### config.mk
export PLATFORM = sky130hd
export DESIGN_NAME = signed_divide_with_rounding_modes
export DESIGN_NICKNAME = d
export VERILOG_FILES = /design/src/hdl/sdrm_pkg.sv /design/src/hdl/sdrm_cell.sv /design/src/hdl/signed_divide_with_rounding_modes.sv
export VERILOG_INCLUDE_DIRS = /design/src /design/src/hdl
export SDC_FILE = /design/constraint.sdc
export NUM_CORES = 1
export LEC_CHECK = 0
export BUFFER_PORTS_ARGS = -buffer_cell sky130_fd_sc_hd__buf_2
export CORE_MARGIN = 1.5
export CORE_UTILIZATION = 50
export DETAILED_ROUTE_END_ITERATION = 12
export PLACE_DENSITY_LB_ADDON = 0.05
export SLEW_MARGIN = 5
export SYNTH_ARGS = -nofsm -noshare
export SYNTH_HDL_FRONTEND = slang
export SYNTH_SLANG_ARGS = --single-unit
### constraint.sdc
create_clock -name i_clk -period 30.3 [get_ports i_clk]
set_input_delay 3.03 -clock i_clk [delete_from_list [all_inputs] [get_ports i_clk]]
set_output_delay 3.03 -clock i_clk [all_outputs]
set_load 0.02 [all_outputs]
### src/hdl/assert_macros.svh
// Assertion macros shared by the divider RTL.
// Each macro expects a clock i_clk and an active-low reset i_rst_n in scope.
`ifndef ASSERT_MACROS_SVH
`define ASSERT_MACROS_SVH

// Expression must hold at every clock edge out of reset.
`define ASSERT_ALWAYS(label, expr, msg) \
    label: assert property (@(posedge i_clk) disable iff (!i_rst_n) (expr)) \
        else $error(msg);

// Consequent must hold in the cycle after the antecedent.
`define ASSERT_NEXT(label, ante, cons, msg) \
    label: assert property (@(posedge i_clk) disable iff (!i_rst_n) (ante) |=> (cons)) \
        else $error(msg);

`endif

### src/hdl/sdrm_pkg.sv
// Shared types and codes for the signed divider with rounding modes.
// No dependencies.
package sdrm_pkg;

    typedef enum logic [1:0] {
        OP_TRUNC_ALT  = 2'd0,
        OP_TRUNC      = 2'd1,
        OP_ROUND_AWAY = 2'd2,
        OP_REMAINDER  = 2'd3
    } t_op;

    // Flow control handed to every cell of the divide chain.
    typedef struct packed {
        logic valid;
        logic advance;
    } t_cell_ctl;

endpackage

### src/hdl/sdrm_cell.sv
// One restoring-division cell: produces one quotient bit per transfer.
// Depends on sdrm_pkg.
module sdrm_cell #(
    parameter int WIDTH = 12
) (
    input  logic                    i_clk,
    input  logic                    i_rst_n,
    input  sdrm_pkg::t_cell_ctl     i_ctl,
    input  logic [2*WIDTH-1:0]      i_acc,
    input  logic [WIDTH-1:0]        i_dmag,
    output logic                    o_valid,
    output logic [2*WIDTH-1:0]      o_acc
);
    import sdrm_pkg::*;

    logic                 r_valid;
    logic [2*WIDTH-1:0]   r_acc;
    logic [2*WIDTH-1:0]   n_acc;
    logic [2*WIDTH-1:0]   w_shift;
    logic [WIDTH-1:0]     w_top;

    // Shift partial remainder and quotient left, try a subtract of the divisor.
    always_comb begin
        w_shift = {i_acc[2*WIDTH-2:0], 1'b0};
        w_top   = w_shift[2*WIDTH-1:WIDTH];
        n_acc   = w_shift;
        if (w_top >= i_dmag) begin
            n_acc[2*WIDTH-1:WIDTH] = w_top - i_dmag;
            n_acc[0]               = 1'b1;
        end
    end

    always_ff @(posedge i_clk) begin
        if (!i_rst_n) begin
            r_valid <= 1'b0;
        end else if (i_ctl.advance) begin
            r_valid <= i_ctl.valid;
        end
    end

    always_ff @(posedge i_clk) begin
        if (i_ctl.advance) begin
            r_acc <= n_acc;
        end
    end

    assign o_valid = r_valid;
    assign o_acc   = r_acc;

endmodule

### src/hdl/signed_divide_with_rounding_modes.sv
// Signed divider with rounding modes: operand capture, a chain of DATA_WIDTH
// restoring-division cells and a sign-fixing output register.
// Depends on sdrm_pkg, sdrm_cell and assert_macros.svh.
//
// Divides a signed DATA_WIDTH-bit dividend by a signed divisor of the same
// width. The operation selects the truncated quotient (0 or 1), the quotient
// rounded away from zero when the remainder is nonzero (2), or the remainder
// (3). The division runs on magnitudes; the quotient is negative when exactly
// one operand is negative, and for a negative dividend a nonzero remainder is
// reported as the divisor magnitude minus the remainder (the remainder never
// follows the divisor sign). A zero divisor returns the dividend unchanged and
// raises o_divide_by_zero. The most negative operand is taken as an unsigned
// magnitude and the result wraps to DATA_WIDTH bits. Magnitudes are formed at
// the transfer edge itself; the item then passes through each cell of the
// divide chain in turn, and its signs are fixed into the output register. One
// item is in the chain at a time and the input reopens the cycle after the
// result is loaded, so a new item is not taken while one is being divided; a
// finished result may wait in the output register while the next item is
// divided.
module signed_divide_with_rounding_modes #(
    parameter int DATA_WIDTH = 12
) (
    input  logic                         i_clk,
    input  logic                         i_rst_n,
    input  logic                         i_in_valid,
    output logic                         o_in_ready,
    input  logic signed [DATA_WIDTH-1:0] i_dividend,
    input  logic signed [DATA_WIDTH-1:0] i_divisor,
    input  logic [1:0]                   i_operation,
    output logic                         o_out_valid,
    input  logic                         i_out_ready,
    output logic signed [DATA_WIDTH-1:0] o_result,
    output logic                         o_divide_by_zero
);
    import sdrm_pkg::*;

    localparam int W = DATA_WIDTH;

    `include "assert_macros.svh"

    // Item capture; held for the whole life of the item in the chain.
    logic           r_busy;
    logic           r_start;
    logic [W-1:0]   r_dvd;
    logic [W-1:0]   r_nmag;
    logic [W-1:0]   r_dmag;
    logic           r_n_neg;
    logic           r_d_neg;
    t_op            r_op;
    logic           r_dz;

    // Output register.
    logic           r_out_valid;
    logic [W-1:0]   r_result;
    logic           r_dz_out;
    logic [W-1:0]   n_result;

    logic           w_in_xfer;
    logic           w_advance;
    logic           w_last_valid;
    logic           w_load;
    logic [W:0]     w_valid;
    logic [2*W-1:0] w_acc [0:W];

    logic [W-1:0]   w_quo;
    logic [W-1:0]   w_rem;
    logic           w_rem_nz;
    logic [W-1:0]   w_q_rnd;
    logic [W-1:0]   w_q_sgn;
    logic [W-1:0]   w_rem_fix;

    // Accept only with the chain empty; the output register may still be full.
    assign o_in_ready = !r_busy;
    assign w_in_xfer  = i_in_valid && o_in_ready;

    // Hold the chain only when its result cannot move into the output register.
    assign w_last_valid = w_valid[W];
    assign w_advance    = !(w_last_valid && r_out_valid && !i_out_ready);
    assign w_load       = w_last_valid && w_advance;

    always_ff @(posedge i_clk) begin
        if (!i_rst_n) begin
            r_busy  <= 1'b0;
            r_start <= 1'b0;
        end else begin
            r_start <= w_in_xfer;
            if (w_in_xfer) begin
                r_busy <= 1'b1;
            end else if (w_load) begin
                r_busy <= 1'b0;
            end
        end
    end

    // Form magnitudes at transfer; the most negative value maps to 2^(W-1).
    always_ff @(posedge i_clk) begin
        if (w_in_xfer) begin
            r_dvd   <= i_dividend;
            r_n_neg <= i_dividend[W-1];
            r_d_neg <= i_divisor[W-1];
            r_nmag  <= i_dividend[W-1] ? ({W{1'b0}} - i_dividend) : i_dividend;
            r_dmag  <= i_divisor[W-1]  ? ({W{1'b0}} - i_divisor)  : i_divisor;
            r_op    <= t_op'(i_operation);
            r_dz    <= (i_divisor == {W{1'b0}});
        end
    end

    // Divide chain: the accumulator holds {partial remainder, quotient bits}.
    assign w_valid[0] = r_start;
    assign w_acc[0]   = {{W{1'b0}}, r_nmag};

    for (genvar g = 0; g < W; g++) begin : g_cell
        t_cell_ctl w_ctl;
        assign w_ctl.valid   = w_valid[g];
        assign w_ctl.advance = w_advance;

        sdrm_cell #(
            .WIDTH (W)
        ) u_cell (
            .i_clk   (i_clk),
            .i_rst_n (i_rst_n),
            .i_ctl   (w_ctl),
            .i_acc   (w_acc[g]),
            .i_dmag  (r_dmag),
            .o_valid (w_valid[g+1]),
            .o_acc   (w_acc[g+1])
        );
    end

    // Sign fixing and operation select.
    always_comb begin
        w_quo     = w_acc[W][W-1:0];
        w_rem     = w_acc[W][2*W-1:W];
        w_rem_nz  = |w_rem;
        w_q_rnd   = w_quo + {{(W-1){1'b0}},
                             ((r_op == OP_ROUND_AWAY) && w_rem_nz)};
        w_q_sgn   = (r_n_neg ^ r_d_neg) ? ({W{1'b0}} - w_q_rnd) : w_q_rnd;
        w_rem_fix = (r_n_neg && w_rem_nz) ? (r_dmag - w_rem) : w_rem;
        if (r_dz) begin
            n_result = r_dvd;
        end else if (r_op == OP_REMAINDER) begin
            n_result = w_rem_fix;
        end else begin
            n_result = w_q_sgn;
        end
    end

    always_ff @(posedge i_clk) begin
        if (!i_rst_n) begin
            r_out_valid <= 1'b0;
        end else if (w_load) begin
            r_out_valid <= 1'b1;
        end else if (i_out_ready) begin
            r_out_valid <= 1'b0;
        end
    end

    always_ff @(posedge i_clk) begin
        if (w_load) begin
            r_result <= n_result;
            r_dz_out <= r_dz;
        end
    end

    assign o_out_valid      = r_out_valid;
    assign o_result         = r_result;
    assign o_divide_by_zero = r_dz_out;

    `ASSERT_ALWAYS(a_one_item_in_chain, $onehot0(w_valid), "more than one item in divide chain")
    `ASSERT_ALWAYS(a_ready_means_empty, !o_in_ready || (w_valid == '0), "ready with chain busy")
    `ASSERT_NEXT(a_xfer_starts_chain, w_in_xfer, r_start && r_busy, "transfer did not start chain")
    `ASSERT_NEXT(a_load_fills_output, w_load, r_out_valid && !r_busy, "result not loaded")

endmodule
==> results.py <==
metrics = {
    "status": {
        "outcome": "complete, no violations",
    },
    "run": {
        "maxCapViolations": 0,
    },
    "place": {
        "dp_hpwl_mm": 29.8,
        "routabilityCongestion": 0.839,
        "portBuffers": 44,
        "dpl_worst_slack_ps": 24660,
    },
    "final_layout": {
        "fillCellCount": 3373,
        "nets": 1894,
        "multi_input_area_sq_um": 8720,
        "drive_above_1_share": 0.122,
        "final-seq-area_sq_um": 10200,
        "syn_to_final_growth_pct": 11.2,
    },
    "routing": {
        "ant_nets": 0,
        "routed_wirelength_mm": 42.9,
        "via_count": 12700,
        "firstDrtPassIters": 5,
        "vias_per_cell": 5.63,
        "drcViolationCount": 0,
        "routedWlPerCell_um": 19.0,
        "first_iter_violations": 865,
    },
    "synth": {
        "ys_ff_latch": 344,
        "netlist_instances": 1632,
        "synthDistinctLibCells": 68,
        "synthAdderAreaFrac": 0.109,
        "synthSimpleGateAreaFrac": 0.0989,
        "synth_xor_area_frac": 0.0580,
        "synth_top_family_by_area": "compound AO/OA/AOI/OAI gates",
        "synth_top_cell_by_area": "edfxtp_1",
        "synth_edf_count": 329,
        "synth_ff_type": "edfxtp_1",
        "synth_compound_area_frac": 0.122,
        "yosysMostFrequentCell": "edfxtp_1",
        "ys_async_sr_fraction": 0,
        "synth_commonest_cells": "edfxtp_1, ha_1, inv_1, nand2_1, xnor2_1",
        "syn_avg_cell_area_sq_um": 11.9,
        "synthTopCellsByArea": "edfxtp_1, ha_1, mux2_2",
        "netlist_area_sq_um": 19500,
        "ys_warn_count": 0,
        "synthesis.nets": 1824,
        "yosysTopAreaCellShare": 0.507,
        "muxShareOfSynthArea": 0.0601,
        "synth_seq_area_share": 0.523,
    },
    "timing": {
        "max_freq_ghz": 0.198,
        "hold_viol": 0,
        "rsz0062_at_grt": "no",
        "relSlewSlack": 0.209,
        "period_share": 0.166,
        "holdWs_ps": 406,
        "period_minus_slack_ps": 5040,
        "finalClockSkew_ps": 43.3,
        "tightestPinTransition_ps": 1190,
        "finalSetupTns_ps": 0,
        "finalSetupViolCount": 0,
        "drv_slew": 0,
        "worst_slack_ps": 25260,
    },
    "clocking": {
        "clkSinkCount": 344,
        "postCtsSetupBuffers": 0,
        "clkSlewWorstSetupHoldPaths_ps": 60,
        "htree_levels": 2,
        "cts_tree": "built",
        "cts-root-buf": "clkbuf_16",
        "clkLatencyLatePin_ps": 580,
        "cts_buffers": 39,
        "clockBufferDepth": 3,
        "cts_resized": 0,
        "cts_hold_buf": 0,
    },
    "pwr": {
        "power.leakage_nw": 9.09,
        "power_density_nw_per_um2": 75.2,
        "p_total_mw": 1.63,
        "peakVddDrop_mv": 0.0393,
    },
    "critical_path": {
        "slowest_stage": "buf_4",
        "path_class": "in2reg",
        "slowest_delay_ps": 910,
        "reg2reg_from": "r_dmag[2]",
        "critPathArrivalTime_ps": 5220,
        "r2r-end": "g_cell[2].u_cell.o_acc[20]",
        "critPathCaptureType": "flop",
        "reg2regPathDepth": 9,
        "r2r_slack_ps": 26130,
        "crit_chain": "buf_2, nor2b_1, and2_1, inv_8, buf_4",
        "crit_path_start_kind": "primary input",
        "crit_family": "buffers and inverters",
        "crit_fanout": 137,
        "critPathRequiredTime_ps": 30480,
        "critPathBufInv": 3,
    },
    "floorplanning": {
        "dieArea_sq_um": 40100,
        "num_rows": 72,
        "io_pins": 45,
        "core_sq_um": 38600,
        "start_util": 0.505,
        "die_x_um": 200,
        "fp.dieH_um": 200,
    },
    "min_path": {
        "whs_endpoint": "g_cell[5].u_cell.o_acc[8]",
        "holdPathStages": 0,
        "min_from": "g_cell[4].u_cell.o_acc[7]",
        "hp-class": "reg2reg",
    },
    "grt": {
        "grt_pass1_vias": 12300,
        "antenna_found_initial": 4,
        "grt_first_pass_wirelength_mm": 67.1,
        "grt_use_total": 0.215,
        "grt_start_max_net_pins": 138,
        "grt.overflow.total": 0,
    },
}
## power by group
group / internal, mW / switching, mW
clock: 0.292 / 0.198
sequential: 0.601 / 0.0417
combinational: 0.229 / 0.266
total: 1.12 / 0.506
## how the worst max path moves through the flow
stage                            from                           to  slack [ps]  cells past startpoint
after global routing      i_out_ready    g_cell[9].u_cell.o_acc[1]       25060                      5
after floorplan           i_out_ready    g_cell[0].u_cell.o_acc[0]       18530                      4
after global placement    i_out_ready   g_cell[1].u_cell.o_acc[11]       24690                      5
after CTS                 i_out_ready  g_cell[10].u_cell.o_acc[19]       25250                      5
after detailed placement  i_out_ready    g_cell[5].u_cell.o_acc[2]       24660                      5
final                     i_out_ready    g_cell[4].u_cell.o_acc[9]       25260                      5
## per-stage QoR
step | utilization | instances | cell area [sq um]
after detailed placement | 0.527 | 2179 | 20300
after global placement | 0.527 | 2179 | 20300
final | 0.562 | 2252 | 21700
after CTS | 0.561 | 2250 | 21600
after floorplan | - | 1632 | 19500
after global routing | 0.561 | 2250 | 21600
## area by class of cell
cell class	count	share of cell area
clock inverters	26	0.0155
diodes	2	0.000231
repair buffers	60	0.0157
inverters	110	0.0194
flip-flops and latches	344	0.470
multi-input cells	1147	0.403
well taps	518	0.0299
clock buffers	45	0.0461
## cell families (layout without fill, tap and decap cells)
group	count (synthesis)	after routing
and+or+nand+nor	387	387
buffers and inverters	141	241
xor gates and xnor gates	129	129
muxes	107	107
other	0	2
AOI/OAI and AO/OA	362	362
adders and majority gates	162	162
DFF	344	344
## layout by cell type (no fill, tap or decap), types with 9 or more instances in the layout
| cell type | count |
|---|---|
| buf_4 | 16 |
| nor2b_1 | 36 |
| buf_2 | 44 |
| nor2_1 | 91 |
| inv_1 | 109 |
| nand2b_1 | 16 |
| clkinv_1 | 9 |
| nand2_1 | 97 |
| a21boi_0 | 25 |
| a211oi_1 | 14 |
| nor4_1 | 20 |
| o21ai_0 | 79 |
| a21o_1 | 41 |
| clkbuf_16 | 39 |
| dfxtp_1 | 15 |
| o31ai_1 | 13 |
| mux2i_1 | 28 |
| mux2_2 | 79 |
| o211ai_1 | 10 |
| a21oi_1 | 85 |
| xor2_1 | 32 |
| edfxtp_1 | 329 |
| nand3_1 | 23 |
| o21a_1 | 11 |
| ha_1 | 150 |
| a31oi_1 | 19 |
| nand4_1 | 25 |
| fa_1 | 12 |
| nor3_1 | 37 |
| xnor2_1 | 97 |
## sequential cells by signal, indices dropped and copies added, names as in the netlist
name / count
r_op: 2
r_dvd: 12
g_cell.u_cell.o_acc: 277
g_cell.u_cell.o_valid: 12
r_start: 1
r_busy: 1
r_dz: 1
o_out_valid: 1
r_nmag: 11
r_dmag: 12
r_d_neg: 1
o_divide_by_zero: 1
o_result: 12
## routing by layer
layer / wire (um) / vias to the layer above / share of wire / GRT usage
met3: 1930 / 78 / 0.045 / 0.0402
met2: 19700 / 206 / 0.46 / 0.346
li1: - / 6286 / - / -
met5: 14 / - / 0.00033 / 0
met1: 19900 / 6113 / 0.47 / 0.294
met4: 1220 / 2 / 0.029 / 0.0677
(Power assumes the default switching activity.)
